**config.mk**
```make
export PLATFORM = sky130hd
export DESIGN_NAME = led_level_blink_relay_ports
export DESIGN_NICKNAME = d
export VERILOG_FILES = /design/src/rtl/core/lbr_pkg.sv /design/src/rtl/core/lbr_in_stage.sv /design/src/rtl/core/lbr_core.sv /design/src/rtl/core/led_level_blink_relay_ports.sv
export SDC_FILE = /design/constraint.sdc
export NUM_CORES = 1
export LEC_CHECK = 0
export ABC_AREA = 0
export BUFFER_PORTS_ARGS = -buffer_cell sky130_fd_sc_hd__buf_2
export CAP_MARGIN = 15
export CORE_ASPECT_RATIO = 0.9
export CORE_MARGIN = 5
export CORE_UTILIZATION = 35
export CTS_CLUSTER_SIZE = 20
export DETAILED_ROUTE_END_ITERATION = 7
export PLACE_DENSITY = 0.6
export SLEW_MARGIN = 40
export SYNTH_ARGS = -nofsm -noshare
export SYNTH_HDL_FRONTEND = slang
export SYNTH_HIERARCHICAL = 1
export SYNTH_SLANG_ARGS = --single-unit
export TNS_END_PERCENT = 50
```
**constraint.sdc**
```tcl
create_clock -name clk_i -period 5 [get_ports clk_i]
set_input_delay 1 -clock clk_i [delete_from_list [all_inputs] [get_ports clk_i]]
set_output_delay 1 -clock clk_i [all_outputs]
set_load 0.1 [all_outputs]
```
**src/rtl/core/lbr_pkg.sv**
```systemverilog
// Shared types and constants of the LED level and relay port block.
package lbr_pkg;

  localparam int unsigned STORE_DEPTH = 32;
  localparam int unsigned IDX_W       = 5;
  localparam int unsigned LEVEL_W     = 3;
  localparam int unsigned PORT_COUNT  = 4;
  localparam int unsigned BYTE_W      = 8;
  localparam int unsigned PACK_W      = 24;
  localparam int unsigned COUNT_W     = 4;
  localparam int unsigned GROUP_W     = 2;

  typedef enum logic [1:0] {
    REQ_WRITE = 2'd0,
    REQ_TICK  = 2'd1,
    REQ_READ  = 2'd2,
    REQ_IDLE  = 2'd3
  } req_e;

  typedef struct packed {
    req_e                 req;
    logic [GROUP_W-1:0]   group;
    logic [PACK_W-1:0]    pack;
    logic [COUNT_W-1:0]   count;
    logic [IDX_W-1:0]     ridx;
  } item_t;

  typedef struct packed {
    logic [PORT_COUNT-1:0][BYTE_W-1:0] port_bytes;
    logic [LEVEL_W-1:0]                read_level;
  } result_t;

endpackage

```
**src/rtl/core/lbr_in_stage.sv**
```systemverilog
// Input register stage: holds one accepted item until the core takes it.
module lbr_in_stage
  import lbr_pkg::*;
(
  input  logic  clk_i,
  input  logic  rst_ni,
  input  logic  in_valid_i,
  input  item_t in_item_i,
  input  logic  advance_i,
  output logic  in_stall_o,
  output logic  valid_o,
  output item_t item_o
);

  logic  valid_q, valid_d;
  item_t item_q, item_d;
  logic  load;

  // Stall only while a held item cannot move on.
  assign in_stall_o = valid_q && !advance_i;
  assign load       = in_valid_i && !in_stall_o;

  always_comb begin
    valid_d = valid_q;
    item_d  = item_q;
    if (load) begin
      valid_d = 1'b1;
      item_d  = in_item_i;
    end else if (advance_i) begin
      valid_d = 1'b0;
    end
  end

  always_ff @(posedge clk_i or negedge rst_ni) begin
    if (!rst_ni) begin
      valid_q <= 1'b0;
    end else begin
      valid_q <= valid_d;
    end
  end

  always_ff @(posedge clk_i) begin
    item_q <= item_d;
  end

  assign valid_o = valid_q;
  assign item_o  = item_q;

endmodule

```
**src/rtl/core/lbr_core.sv**
```systemverilog
// Level store, blink phase and port bytes with the per-item update logic.
module lbr_core
  import lbr_pkg::*;
#(
  parameter int unsigned PHASE_STEPS = 7,
  parameter int unsigned GROUP_COUNT = 4,
  parameter int unsigned GROUP_WIDTH = 8
) (
  input  logic    clk_i,
  input  logic    rst_ni,
  input  logic    fire_i,
  input  item_t   item_i,
  output result_t result_o
);

  logic [STORE_DEPTH-1:0][LEVEL_W-1:0] store_q, store_d;
  logic [PORT_COUNT-1:0][BYTE_W-1:0]   port_q, port_d;
  logic [LEVEL_W-1:0]                  phase_q, phase_d;
  logic [LEVEL_W-1:0]                  phase_eff;
  logic [COUNT_W-1:0]                  cnt_clip;
  logic [BYTE_W-1:0]                   wr_bits, led0_bits, led1_bits;
  logic [LEVEL_W-1:0]                  read_level;
  logic                                group_ok;

  assign cnt_clip  = (int'(item_i.count) > GROUP_WIDTH) ? COUNT_W'(GROUP_WIDTH)
                                                         : item_i.count;
  assign group_ok  = int'(item_i.group) < GROUP_COUNT;
  // Reload the phase when it has run down to zero.
  assign phase_eff = (phase_q == '0) ? LEVEL_W'(PHASE_STEPS) : phase_q;

  always_comb begin
    wr_bits   = '0;
    led0_bits = '0;
    led1_bits = '0;
    for (int k = 0; k < GROUP_WIDTH; k++) begin
      if (k < int'(cnt_clip)) begin
        wr_bits[k] = item_i.pack[LEVEL_W*k];
      end
      led0_bits[k] = store_q[k] >= phase_eff;
      led1_bits[k] = store_q[GROUP_WIDTH + k] >= phase_eff;
    end
  end

  always_comb begin
    store_d    = store_q;
    port_d     = port_q;
    phase_d    = phase_q;
    read_level = '0;
    case (item_i.req)
      REQ_WRITE: begin
        if (group_ok) begin
          for (int k = 0; k < GROUP_WIDTH; k++) begin
            if (k < int'(cnt_clip)) begin
              store_d[IDX_W'(int'(item_i.group) * GROUP_WIDTH + k)] =
                item_i.pack[LEVEL_W*k +: LEVEL_W];
            end
          end
          port_d[item_i.group] = wr_bits;
        end
      end
      REQ_TICK: begin
        port_d[0] = led0_bits;
        port_d[1] = led1_bits;
        phase_d   = phase_eff - LEVEL_W'(1);
      end
      REQ_READ: begin
        read_level = store_q[item_i.ridx];
      end
      default: begin
      end
    endcase
  end

  always_ff @(posedge clk_i or negedge rst_ni) begin
    if (!rst_ni) begin
      store_q <= '0;
      port_q  <= '0;
      phase_q <= LEVEL_W'(PHASE_STEPS);
    end else if (fire_i) begin
      store_q <= store_d;
      port_q  <= port_d;
      phase_q <= phase_d;
    end
  end

  assign result_o.port_bytes = port_d;
  assign result_o.read_level = read_level;

endmodule

```
**src/rtl/core/led_level_blink_relay_ports.sv**
```systemverilog
// Top level: input stage, level core and result register of the LED/relay port block.
// An accepted item passes the input register and then the result register.
// Throughput: one item per cycle while the output is not stalled, set by the single
// pass through the level core between the input register and the result register.
// Reset: level store and port bytes clear to zero, blink phase loads PHASE_STEPS,
// both pipeline registers come up empty.
module led_level_blink_relay_ports
  import lbr_pkg::*;
#(
  parameter int unsigned PHASE_STEPS = 7,
  parameter int unsigned GROUP_COUNT = 4,
  parameter int unsigned GROUP_WIDTH = 8
) (
  input  logic                clk_i,
  input  logic                rst_ni,
  input  logic                in_valid_i,
  output logic                in_stall_o,
  input  logic [GROUP_W-1:0]  req_type_i,
  input  logic [GROUP_W-1:0]  group_sel_i,
  input  logic [PACK_W-1:0]   level_pack_i,
  input  logic [COUNT_W-1:0]  level_count_i,
  input  logic [IDX_W-1:0]    read_index_i,
  output logic                out_valid_o,
  input  logic                out_stall_i,
  output logic [BYTE_W-1:0]   led_byte_a_o,
  output logic [BYTE_W-1:0]   led_byte_b_o,
  output logic [BYTE_W-1:0]   relay_byte_a_o,
  output logic [BYTE_W-1:0]   relay_byte_b_o,
  output logic [LEVEL_W-1:0]  read_level_o
);

  item_t   in_item, s1_item;
  logic    s1_valid;
  logic    advance;
  result_t core_result;
  result_t result_q;
  logic    out_valid_q, out_valid_d;

  // Pack the input fields into one item.
  always_comb begin
    in_item.req   = req_e'(req_type_i);
    in_item.group = group_sel_i;
    in_item.pack  = level_pack_i;
    in_item.count = level_count_i;
    in_item.ridx  = read_index_i;
  end

  // Move the held item into the result register whenever that slot is free
  // or its result is being taken in this cycle; the state updates on the same edge.
  assign advance = s1_valid && (!out_valid_q || !out_stall_i);

  lbr_in_stage u_in_stage (
    .clk_i      (clk_i),
    .rst_ni     (rst_ni),
    .in_valid_i (in_valid_i),
    .in_item_i  (in_item),
    .advance_i  (advance),
    .in_stall_o (in_stall_o),
    .valid_o    (s1_valid),
    .item_o     (s1_item)
  );

  lbr_core #(
    .PHASE_STEPS (PHASE_STEPS),
    .GROUP_COUNT (GROUP_COUNT),
    .GROUP_WIDTH (GROUP_WIDTH)
  ) u_core (
    .clk_i    (clk_i),
    .rst_ni   (rst_ni),
    .fire_i   (advance),
    .item_i   (s1_item),
    .result_o (core_result)
  );

  // Result register: fill on advance, drop once the transfer completes.
  always_comb begin
    out_valid_d = out_valid_q;
    if (advance) begin
      out_valid_d = 1'b1;
    end else if (!out_stall_i) begin
      out_valid_d = 1'b0;
    end
  end

  always_ff @(posedge clk_i or negedge rst_ni) begin
    if (!rst_ni) begin
      out_valid_q <= 1'b0;
    end else begin
      out_valid_q <= out_valid_d;
    end
  end

  always_ff @(posedge clk_i) begin
    if (advance) begin
      result_q <= core_result;
    end
  end

  assign out_valid_o    = out_valid_q;
  assign led_byte_a_o   = result_q.port_bytes[0];
  assign led_byte_b_o   = result_q.port_bytes[1];
  assign relay_byte_a_o = result_q.port_bytes[2];
  assign relay_byte_b_o = result_q.port_bytes[3];
  assign read_level_o   = result_q.read_level;

  // An advancing item always lands in the result register.
  a_advance_fills: assert property (@(posedge clk_i) disable iff (!rst_ni)
    advance |=> out_valid_q)
    else $error("advanced item did not reach the result register");

  // Only a read reports a nonzero level.
  a_level_only_on_read: assert property (@(posedge clk_i) disable iff (!rst_ni)
    advance && (s1_item.req != REQ_READ) |=> result_q.read_level == '0)
    else $error("nonzero read level on a non-read item");

  // Relay bytes hold across anything but a write.
  a_relay_hold: assert property (@(posedge clk_i) disable iff (!rst_ni)
    advance && out_valid_q && (s1_item.req != REQ_WRITE) |=>
      (result_q.port_bytes[2] == $past(result_q.port_bytes[2])) &&
      (result_q.port_bytes[3] == $past(result_q.port_bytes[3])))
    else $error("relay byte changed without a write");

endmodule
```
### Word level (Yosys, flattened, before mapping)

Cells that the tools add are included.

| operators by class | value |
|---|---|
| add/subtract/negate cells | 8 |
| order comparisons | 44 |
| eq/ne operators | 3 |
| muxes and demuxes | 60 |
| reduce and logical (&&, ||, !) cells | 22 |

Operators by type and width:

| cell | count |
|---|---|
| $mux 96 | 15 |
| $bwmux 96 | 8 |
| $demux 3 s5 | 7 |
| $lt 5x6->1 const B | 9 |
| $ge 3x3->1 | 16 |
| $ge 5x1->1 const B | 8 |
| $bwmux 32 | 1 |
| $pmux 16 s2 | 1 |
| $mux 3 | 10 |
| $add 5x3->5 const B | 4 |
| $demux 8 s2 | 1 |
| $lt 3x4->1 const A | 4 |
| $mux 16 | 1 |
| $bmux 3 s5 | 1 |
| $logic_and 1x1->1 | 12 |
| $mux 1 | 12 |
| $add 5x2->5 const B | 2 |
| $lt 1x4->1 const A | 2 |
| $lt 2x4->1 const A | 2 |
| $mux 8 | 1 |
| $demux 3 s2 | 1 |
| $add 5x1->5 const B | 1 |
| $gt 4x4->1 const B | 1 |
| $logic_not 1->1 | 4 |
| 12 further kinds | 13 |

| storage, ports and cells | value |
|---|---|
| register bits | 205 |
| input port bits | 41 |
| output and inout port bits | 37 |
| logic and storage cells | 186 |

### Depth between registers and ports, before layout

Gate-level depths: netlist (run 1).

| depth | value |
|---|---|
| word-level depth | 27 |
| gate-level depth with buffers | 12 |
| depth with buffers taken out | 10 |

### Hierarchy

The synthesis (run 1) kept the hierarchy.

Modules (own cells, without submodules):

| module | instances | cells an instance | area each (µm²) | sequential area each (µm²) |
|---|---|---|---|---|
| lbr_core | 1 | 674 | 7433.4 | 3281.9 |
| lbr_in_stage | 1 | 42 | 1168.6 | 1136.1 |
| led_level_blink_relay_ports | 1 | 38 | 1094.8 | 1076.0 |

### Worst setup path before layout (run 1)

No wires, ideal clock.

| timing | value |
|---|---|
| path kind | input-to-reg |
| start | input out_stall_i |
| end | register u_core/store_q[87] (netlist bit) |
| library setup time | 125 ps |
| data arrival time | 3671 ps |
| required time | 4875 ps |
| path slack | 1204 ps |
| cell stages on the path | 7 |
| buffers on the path | 1 |
| cells stage by stage | a21boi_2 clkbuf_2 nor3b_2 o21ai_1 nor2_2 o21a_1 mux2_2 |

| on the way | value |
|---|---|
| longest elaborated chain between the ends | 4 |

RTL lines:

| item | RTL line | source |
|---|---|---|
| from (decl) | led_level_blink_relay_ports.sv:24 | `input logic out_stall_i,` |
| $logic_not 1->1 | -- |  |
| $logic_or 1x1->1 | led_level_blink_relay_ports.sv:50 | `assign advance = s1_valid && (!out_valid_q \|\| !out_stall_i);` |
| $logic_and 1x1->1 | led_level_blink_relay_ports.sv:50 |  |
| $reduce_and 2->1 (no source line) | -- |  |
| to (signal assigned) | lbr_core.sv:80 | `store_q <= store_d;` |
| to (decl) | lbr_core.sv:16 | `logic [STORE_DEPTH-1:0][LEVEL_W-1:0] store_q, store_d;` |

No other way between the ends.
A chain may end at the register's enable or synchronous reset.

==> results_dict.tcl, run 1 <==
set metrics [dict create \
    status "complete, no violations" \
    async_reset_ff_share_pct 64.9 \
    root_buffer "clkbuf_16" \
    drc 0 \
    cts_buffer_depth 3 \
    combPwrFrac_pct 32.6 \
    fill_cells 2527 \
    drtIter0Drc 623 \
    cp.arrival_ns 3.93 \
    drive_gt1_share_pct 25.6 \
    hp-class "primary input to asynchronous set/reset pin" \
    overflow 0 \
    rows 57 \
    synth_fp_nets 828 \
    dpl_worst_slack_ns 1.47 \
    stdcell_count 1202 \
    slew_viol_final 0 \
    start_kind "flop" \
    synth.distinct_cells 53 \
    endpoint_kind "flop" \
    power_mw 6.25 \
    switchingPower_mw 2.27 \
    grt_pass1_wl_um 41000 \
    clock_sinks 205 \
    multiInputGateArea_mm2 0.00397 \
    area.sequential_mm2 0.00549 \
    grt_max_degree 55 \
    antenna_found_initial 0 \
    port_buffers 77 \
    gp_congestion 0.902 \
    layout_setup_ws_ns 1.35 \
    initial_core_util_pct 35.7 \
    synth-seq-cells 205 \
    drv_cap 0 \
    first_pass_iters 8 \
    dp.cells 1160 \
    grt_pass1_vias 6500 \
    final_cell_area_mm2 0.0112 \
    hold_viol_final 0 \
    fin_crit_ns 3.65 \
    finClkSkew_ns 0.0224 \
    hold_ws_ns 0.436 \
    die_w_um 185 \
    cp_max_fo 17 \
    synth_flop_cell "dfrtp_1" \
    ir_drop_v 0.000246 \
    fin_util_pct 41.2 \
    design.die.area_mm2 0.0311 \
    timing.rr.start "u_core/phase_q[1]" \
    vias 6667 \
    avgViaCountPerCell 5.55 \
    postCtsSetupRepairBufs 0 \
    cts-resized-gates 0 \
    netSwitchingFraction_pct 36.2 \
    tns_ns 0 \
    ios 78 \
    diodes 0 \
    placedInstanceArea_mm2 0.0104 \
    cts_tree "yes" \
    cts_hold_buf 0 \
    ant_nets 0 \
    cts_made_buffers 23 \
    grt.total_usage_pct 17.2 \
    p_seq_share_pct 41.0 \
    layout_commonest_cell "dfrtp_1" \
    worst_pin_slew_ns 0.786 \
    path_class "flop to flop" \
    clockPowerShare_pct 26.5 \
    power_leakage_nw 4.82 \
    pwr_density_cell_mw_per_mm2 558 \
    synth_area_mm2 0.00970 \
    synth_seq_area_share_pct 56.7 \
    fmax_mhz 274 \
    synth-edff-count 72 \
    internal-power_mw 3.99 \
    yosys_warnings 6 \
    worstRegToRegCells 10 \
    r2r_slack_ns 1.35 \
    h-tree-depth 1 \
    slew_headroom_pct 47.6 \
    rsz0062_at_grt "no" \
    coreArea_mm2 0.0272 \
    die_h_um 168 \
    worstPathRequired_ns 5.28 \
    areaGrowthSynthToFinish_pct 15.5 \
    clk_pin_slew_ns 0.06 \
    clk_latency_ns 0.52 \
    wire_per_inst_um 22.4 \
    rr_endpoint "led_byte_a_o[1]" \
    finalCritPeriodShare_pct 73.0 \
    wirelength_um 26900 \
    syn_area_per_cell_um2 12.9 \
    nNetsFinal 906 \
    synthCells 754 \
    final-setup-viol-count 0 \
    final_cell_mix "130 x dfrtp_1, 76 x buf_2, 73 x mux2_2, 72 x edfxtp_1, 70 x nand2_1" \
    hpwl_um 19100 \
]
[sequential cells by signal (all words and copies together), names as in the netlist]
register / flops
u_core/phase_q: 3
led_byte_a_o: 8
relay_byte_a_o: 8
read_level_o: 3
led_byte_b_o: 8
u_core/store_q: 96
u_core/port_q: 32
out_valid_o: 1
relay_byte_b_o: 8
u_in_stage/item_o: 37
u_in_stage/valid_o: 1
[area by class of cell]
cell class	instances	share of cell area, %
flip-flops and latches	205	49.1
inverters	25	0.838
repair buffers	85	4.07
clock inverters	6	0.290
well taps	354	3.95
clock buffers	35	6.37
multi-input cells	492	35.4
[kinds of logic (layout without fill, tap and decap cells)]
| family | after synthesis | count (layout) | synth area share (%) |
|---|---|---|---|
| buffers and inverters | 57 | 151 | 2.72 |
| and+or+nand+nor | 171 | 171 | 8.09 |
| AOI/OAI and AO/OA | 177 | 177 | 11.5 |
| muxes | 103 | 103 | 15.9 |
| DFF | 205 | 205 | 56.7 |
| adders and majority gates | 41 | 41 | 5.08 |
[worst max-delay path, cell delays in order, from the launching register on]
cell      delay, ns
dfstp_2        0.54
inv_1          0.16
ha_1           0.26
nand2b_1       0.32
nand2_1        0.57
ha_1           0.49
nand2b_1       0.15
or2_2          0.27
a31oi_1        0.29
o22ai_1        0.17
a21o_1         0.19
[synth_stat cells (8+ instances only)]
cell / n / area share (%)
a21oi_1: 27 / 1.4
mux4_1: 22 / 6.0
o21ai_0: 59 / 3.0
mux2_2: 73 / 8.5
a22o_1: 16 / 1.4
edfxtp_1: 72 / 22
nor2_1: 50 / 1.9
a31oi_1: 8 / 0.52
ha_1: 33 / 4.3
o22ai_1: 19 / 1.2
dfrtp_1: 130 / 34
inv_1: 25 / 0.97
maj3_1: 8 / 0.83
nand2b_1: 23 / 1.5
nor2b_1: 8 / 0.52
clkbuf_1: 22 / 0.85
nand2_1: 70 / 2.7
[how the worst max path moves through the flow]
| stage | from | to | depth (start not counted) | slack [ns] |
|---|---|---|---|---|
| 2_1_floorplan | out_stall_i | u_core/store_q[87] | 7 | 1.20 |
| 3_3_place_gp | u_core/phase_q[1] | led_byte_a_o[1] | 10 | 1.51 |
| 3_5_place_dp | u_core/phase_q[1] | led_byte_a_o[1] | 10 | 1.47 |
| 4_1_cts | u_core/phase_q[1] | led_byte_a_o[1] | 10 | 1.46 |
| 5_1_grt | u_core/phase_q[1] | led_byte_a_o[1] | 10 | 1.18 |
| 6_report | u_core/phase_q[1] | led_byte_a_o[1] | 10 | 1.35 |
[power by group through the flow]
stage                     Clock, mW  Sequential (mW)  Combinational [mW]
after floorplan                   0             2.89                1.16
after global placement            0             2.58                1.97
after detailed placement          0             2.58                2.01
after CTS                      1.69             2.56                2.02
after global routing           1.77             2.61                2.23
final                          1.65             2.56                2.04
[metal layers]
metal | global-route usage (%) | part of all wire (%)
met1 | 26.2 | 47
met2 | 25.0 | 43
met3 | 3.73 | 7.9
met4 | 4.12 | 2.3
met5 | 0 | 0
(Power assumes the default switching activity.)
==> run 2, diff against run 1 <==
--- a/config.mk
+++ b/config.mk
@@ -5,7 +5,7 @@
 export SDC_FILE = /design/constraint.sdc
 export NUM_CORES = 1
 export LEC_CHECK = 0
-export ABC_AREA = 0
+export ABC_AREA = 1
 export BUFFER_PORTS_ARGS = -buffer_cell sky130_fd_sc_hd__buf_2
 export CAP_MARGIN = 15
 export CORE_ASPECT_RATIO = 0.9
@@ -13,7 +13,7 @@
 export CORE_UTILIZATION = 35
 export CTS_CLUSTER_SIZE = 20
 export DETAILED_ROUTE_END_ITERATION = 7
-export PLACE_DENSITY = 0.6
+export PLACE_DENSITY = 0.62
 export SLEW_MARGIN = 40
 export SYNTH_ARGS = -nofsm -noshare
 export SYNTH_HDL_FRONTEND = slang
==> constraint.sdc (replaced) <==
create_clock -name clk_i -period 3.22 [get_ports clk_i]
set_input_delay 0.644 -clock clk_i [delete_from_list [all_inputs] [get_ports clk_i]]
set_output_delay 0.644 -clock clk_i [all_outputs]
set_load 0.1 [all_outputs]
==> run 2 against run 1 <==
  * Total power is 58% higher
  * Critical path depth up 2
  * Maximum frequency increased by 34%
  * Clock power up 64%
  * Synthesized cell count rose by 51%
  * Non-clock buffer count up 4
  * Cell count is 33% higher
  * Sequential share of layout area decreased by 1.1 points
  * Die area rose by 1.5%
  * Design area is 2.3% higher
  * Global-route usage fell by 0.27 points
  * Clock skew shrank 0.012 ns
  * Highest routed layer unchanged
==> results_dict.tcl, run 2 <==
set metrics [dict create \
    synth.distinct_cells 35 \
    grt_use_met2_pct 26.5 \
    tns_ns 0 \
    yosys_warnings 6 \
    synth-seq-cells 205 \
    fin_crit_ns 2.72 \
    first_pass_iters 6 \
    areaGrowthSynthToFinish_pct 16.3 \
    final_cell_mix "434 x nand2_1, 134 x o21ai_0, 130 x dfrtp_1, 105 x inv_1, 76 x buf_2" \
    wire_per_inst_um 16.6 \
    avgViaCountPerCell 4.96 \
    yosys-top-cells-area "dfrtp_1 33%, edfxtp_1 22%, nand2_1 17%" \
    drc 0 \
    synth_fp_nets 1210 \
    ios 78 \
    synth_seq_area_share_pct 55.8 \
    cts_tree "yes" \
    die_h_um 169 \
    worst_pin_slew_ns 0.783 \
    cp_max_fo 11 \
    synth_common_cells "434 x nand2_1, 135 x o21ai_0, 130 x dfrtp_1" \
    slew_viol_final 0 \
    switchingPower_mw 3.83 \
    finClkSkew_ns 0.0107 \
    area.sequential_mm2 0.00549 \
    cp.arrival_ns 2.97 \
    initial_core_util_pct 35.3 \
    ant_nets 0 \
    cp_slowest_cell "o21ai_1" \
    layout_setup_ws_ns 0.499 \
    p_seq_share_pct 39.7 \
    pwr_density_cell_mw_per_mm2 863 \
    placedInstanceArea_mm2 0.0107 \
    cts_hold_buf 0 \
    start_kind "flop" \
    layout_commonest_cell "nand2_1" \
    syn_area_per_cell_um2 8.67 \
    clockPowerShare_pct 27.4 \
    synthCells 1136 \
    cts_made_buffers 23 \
    wirelength_um 26600 \
    grt_util_met3_pct 3.15 \
    design.die.area_mm2 0.0316 \
    cts-resized-gates 0 \
    hp-class "primary input to asynchronous set/reset pin" \
    largest_reg_flops 96 \
    dpl_worst_slack_ns 0.544 \
    grt.total_usage_pct 16.9 \
    fmax_mhz 367 \
    crit_family "compound AO/OA/AOI/OAI gates" \
    fin_util_pct 41.1 \
    grt_max_degree 72 \
    crit_top_cell "inv_1" \
    combPwrFrac_pct 33.0 \
    top_usage_layer "met2" \
    synth-edff-count 72 \
    dp.cells 1556 \
    multiInputGateArea_mm2 0.00382 \
    overflow 0 \
    port_buffers 77 \
    grt_pass1_wl_um 42900 \
    hpwl_um 19100 \
    hold_ws_ns 0.0271 \
    worstPathRequired_ns 3.47 \
    yosysTopAreaCell "dfrtp_1" \
    power_mw 9.89 \
    stdcell_count 1598 \
    netSwitchingFraction_pct 38.7 \
    antenna_found_initial 0 \
    ir_drop_v 0.000452 \
    internal-power_mw 6.06 \
    use_met1_pct 24.7 \
    largest_register "u_core/store_q" \
    root_buffer "clkbuf_16" \
    clk_latency_ns 0.51 \
    synth_most_common_cell "nand2_1" \
    drtIter0Drc 820 \
    clock_sinks 205 \
    hold_viol_final 0 \
    final_cell_area_mm2 0.0115 \
    fill_cells 2817 \
    die_w_um 187 \
    nNetsFinal 1295 \
    yosysTopAreaCellShare_pct 33.0 \
    clk_pin_slew_ns 0.06 \
    power_leakage_nw 5.40 \
    postCtsSetupRepairBufs 0 \
    drv_cap 0 \
    synth_flop_cell "dfrtp_1" \
    endpoint_kind "flop" \
    max_stage_delay_ns 0.46 \
    grt_pass1_vias 7697 \
    finalCritPeriodShare_pct 84.5 \
    cts_buffer_depth 3 \
    vias 7927 \
    rows 58 \
    gp_congestion 0.887 \
    slew_headroom_pct 47.5 \
    coreArea_mm2 0.0279 \
    diodes 0 \
    path_buf_inv 4 \
    final-setup-viol-count 0 \
    async_reset_ff_share_pct 64.9 \
    worstPathCellList "inv_1 -> ha_1 -> inv_1 -> o21ai_1 -> buf_4 -> ha_1 -> inv_1 -> nand2_1 -> o21ai_0 -> a21oi_1 -> o21ai_0 -> nand2_1" \
    rsz0062_at_grt "no" \
    path_class "flop to flop" \
    drive_gt1_share_pct 13.2 \
    synth_area_mm2 0.00985 \
    h-tree-depth 1 \
    status "complete, no violations" \
]
## run 2: cell types whose count changed after synthesis, sizes merged, moves of 9 or more
cell    change
mux2       -73
inv        +85
o21ai      +87
o22ai      -19
nand2     +370
mux4       -27
a22o       -15
nand3      +72
nand2b     -24
clkbuf      -9
## run 2: kinds of logic after synthesis
logic type	synth area share [%]
adder cells (fa/ha/maj)	4.19
AND/OR/NAND/NOR	24.1
flip-flops	55.8
AO/OA/AOI/OAI	10.3
buffers and inverters	5.65
## run 2: path summary, 6_finish.rpt
kind,from,endpoint,slack [ns],cells after the start
max in group asynchronous,rst_ni,u_core/phase_q[2],2.44,2
worst max register to register,u_core/phase_q[1],led_byte_b_o[5],0.50,12
worst min-delay path,rst_ni,u_core/store_q[52],0.03,1
worst max-delay path,u_core/phase_q[1],led_byte_b_o[5],0.50,12
worst min register to register,u_core/port_q[14],u_core/port_q[14],0.48,2
min in group clk_i,level_pack_i[0],u_in_stage/item_o[9],0.30,1
## run 2: worst reg2reg max path: cells and delay by family (launching register included)
family,cells,cell delay [ns]
and+or+nand+nor,2,0.16
AOI/OAI and AO/OA,4,0.88
buffers and inverters,4,0.57
DFF,1,0.38
adders and majority gates,2,0.47
## run 2: final cells by class
class / count / share of cell area, %
flip-flops and latches: 205 / 48.0
multi-input cells: 791 / 33.4
clock buffers: 32 / 5.59
repair buffers: 89 / 4.31
well taps: 360 / 3.93
inverters: 111 / 3.66
clock inverters: 10 / 1.18
## run 2: layer usage
metal / up-vias / wire, um
li1: 3876 / -
met1: 3779 / 12500
met2: 233 / 11900
met3: 39 / 1670
met4: 0 / 523
met5: - / 0
## run 2: power by group through the flow
stage	Sequential [mW]	Combinational (mW)	Clock, mW
after detailed placement	3.95	3.26	0
after CTS	3.91	3.27	2.78
after floorplan	4.60	1.77	0
final	3.92	3.26	2.71
after global routing	4.01	3.71	2.89
after global placement	3.94	3.15	0
==> run 3, diff against run 2 <==
--- a/config.mk
+++ b/config.mk
@@ -5,7 +5,7 @@
 export SDC_FILE = /design/constraint.sdc
 export NUM_CORES = 1
 export LEC_CHECK = 0
-export ABC_AREA = 1
+export ABC_AREA = 0
 export BUFFER_PORTS_ARGS = -buffer_cell sky130_fd_sc_hd__buf_2
 export CAP_MARGIN = 15
 export CORE_ASPECT_RATIO = 0.9
==> constraint.sdc (replaced) <==
create_clock -name clk_i -period 2.5 [get_ports clk_i]
set_input_delay 0.5 -clock clk_i [delete_from_list [all_inputs] [get_ports clk_i]]
set_output_delay 0.5 -clock clk_i [all_outputs]
set_load 0.1 [all_outputs]
==> run 3 against run 2 <==
  * Sequential cell count unchanged
  * Core utilization increased by 2.9 points
  * Worst setup slack got worse by 0.43 ns
  * Critical path depth fell by 1
  * Register-to-register slack got worse by 0.43 ns
  * Worst hold slack improved by 0.14 ns
  * Maximum frequency increased by 12%
  * Via count decreased by 14%
  * Total power rose by 34%
  * Critical path type unchanged
==> results_dict.tcl, run 3 (synthesis results as in run 1) <==
set metrics [dict create \
    status "complete, no violations" \
    dpl_worst_slack_ns -0.169 \
    grt_pass1_vias 6853 \
    avgViaCountPerCell 5.42 \
    drv_cap 0 \
    switchingPower_mw 4.82 \
    cts_made_buffers 22 \
    start_kind "flop" \
    initial_core_util_pct 35.7 \
    gp_congestion 0.891 \
    grt_max_degree 54 \
    finClkSkew_ns 0.00949 \
    clock_sinks 205 \
    hpwl_um 20200 \
    rows 57 \
    wire_per_inst_um 21.9 \
    antenna_found_initial 0 \
    die_h_um 168 \
    grt.total_usage_pct 17.9 \
    drc 0 \
    pwr_density_cell_mw_per_mm2 1110 \
    hold_ws_ns 0.168 \
    nNetsFinal 966 \
    drtIter0Drc 629 \
    min_path_cells 1 \
    cp_max_fo 4 \
    ios 78 \
    diodes 0 \
    hp-class "primary input to flop" \
    port_buffers 77 \
    slew_headroom_pct 41.5 \
    largest_register "u_core/store_q" \
    fmax_mhz 411 \
    final-setup-viol-count 0 \
    final_cell_mix "129 x dfrtp_1, 76 x buf_2, 72 x edfxtp_1, 70 x mux2_2, 68 x nand2_1" \
    internal-power_mw 8.41 \
    h-tree-depth 1 \
    cts_buffer_depth 3 \
    clockPowerShare_pct 24.3 \
    tns_ns 0 \
    worstPathRequired_ns 2.75 \
    cts_tree "yes" \
    vias 6846 \
    p_seq_share_pct 38.7 \
    ir_drop_v 0.000481 \
    worst_pin_slew_ns 0.870 \
    areaGrowthSynthToFinish_pct 23.4 \
    design.die.area_mm2 0.0311 \
    largest_reg_flops 96 \
    power_leakage_nw 5.17 \
    ant_nets 0 \
    clk_latency_ns 0.50 \
    wirelength_um 27600 \
    first_pass_iters 5 \
    combPwrFrac_pct 37.0 \
    fin_crit_ns 2.43 \
    cp.arrival_ns 2.69 \
    layout_commonest_cell "dfrtp_1" \
    finalCritPeriodShare_pct 97.3 \
    netSwitchingFraction_pct 36.4 \
    slew_viol_final 0 \
    clk_pin_slew_ns 0.06 \
    path_class "flop to flop" \
    root_buffer "clkbuf_16" \
    overflow 0 \
    fill_cells 2480 \
    die_w_um 185 \
    coreArea_mm2 0.0272 \
    layout_setup_ws_ns 0.0672 \
    grt_pass1_wl_um 42700 \
    drive_gt1_share_pct 34.8 \
    power_mw 13.2 \
    endpoint_kind "flop" \
    worstRegToRegCells 11 \
    hold_viol_final 0 \
]
run 3: changes by cell type in the layout (fill, tap and decap cells not counted), sizes merged, moves of 7 or more:
| cell | before | now |
|---|---|---|
| o21ai | 151 | 64 |
| a21o | 0 | 7 |
| nand2b | 0 | 24 |
| mux4 | 0 | 27 |
| nor2 | 43 | 51 |
| inv | 111 | 25 |
| nand2 | 440 | 70 |
| mux2 | 0 | 73 |
| maj3 | 0 | 8 |
| nor2b | 0 | 8 |
| o22ai | 0 | 19 |
| a22o | 1 | 16 |
| buf | 89 | 145 |
| nand3 | 73 | 1 |
run 3: critical path: stages (launching register included):
cell      delay (ns)
dfstp_2         0.54
inv_2           0.05
ha_4            0.17
nand2b_4        0.08
nand2_4         0.07
buf_6           0.13
buf_4           0.13
ha_1            0.25
nand2b_1        0.17
a31oi_1         0.23
a21oi_2         0.11
a211o_1         0.26
run 3: power groups by stage:
| stage | registers (mW) | clock network, mW | logic [mW] |
|---|---|---|---|
| after floorplan | 5.79 | 0 | 2.34 |
| after global placement | 5.13 | 0 | 4.22 |
| after detailed placement | 5.15 | 0 | 4.30 |
| after CTS | 5.09 | 3.29 | 4.63 |
| after global routing | 5.21 | 3.43 | 5.30 |
| final | 5.12 | 3.21 | 4.90 |
run 3: final cells by class:
class,count,area [um^2],share of cell area [%]
multi-input combinational,492,4210,35.2
inverter,25,93.8,0.784
tap,354,443,3.70
sequential,205,5500,46.0
clock buffer,32,682,5.70
clock inverter,8,40.0,0.335
timing repair buffer,146,995,8.31
run 3: layer usage:
metal | part of all wire, % | GRT usage [%] | up-vias
li1 | - | - | 3108
met1 | 46 | 27.0 | 3398
met2 | 45 | 27.0 | 300
met3 | 7.6 | 3.13 | 40
met4 | 2.1 | 3.96 | 0
met5 | 0 | 0 | -
run 3: metrics by stage:
| step | utilization (%) | area [um^2] | instances |
|---|---|---|---|
| after floorplan | - | 9800 | 754 |
| after global placement | 40.6 | 11000 | 1219 |
| after detailed placement | 40.6 | 11000 | 1219 |
| after CTS | 43.7 | 11900 | 1262 |
| after global routing | 44.0 | 12000 | 1262 |
| final | 44.0 | 12000 | 1262 |
run 3: final timing paths:
check / from / endpoint / slack [ns]
min in group asynchronous: rst_ni / out_valid_o / 0.46
min: level_pack_i[0] / u_in_stage/item_o[9] / 0.17
min reg2reg: u_core/port_q[19] / u_core/port_q[19] / 0.48
max reg2reg: u_core/phase_q[0] / led_byte_b_o[5] / 0.07
max in group asynchronous: rst_ni / u_core/phase_q[1] / 1.41
max: u_core/phase_q[0] / led_byte_b_o[5] / 0.07
run 3: repair_timing:
| action | 4_1_cts | 5_1_grt |
|---|---|---|
| gates resized for setup | 21 | 21 |
| hold endpoints to repair | 22 | 0 |
| pin swaps | 11 | 12 |
| cloned | 1 | 0 |
| hold buffers | 1 | 0 |
| buffers inserted | 1 | 0 |
| endpoints found under the setup margin | 24 | 32 |
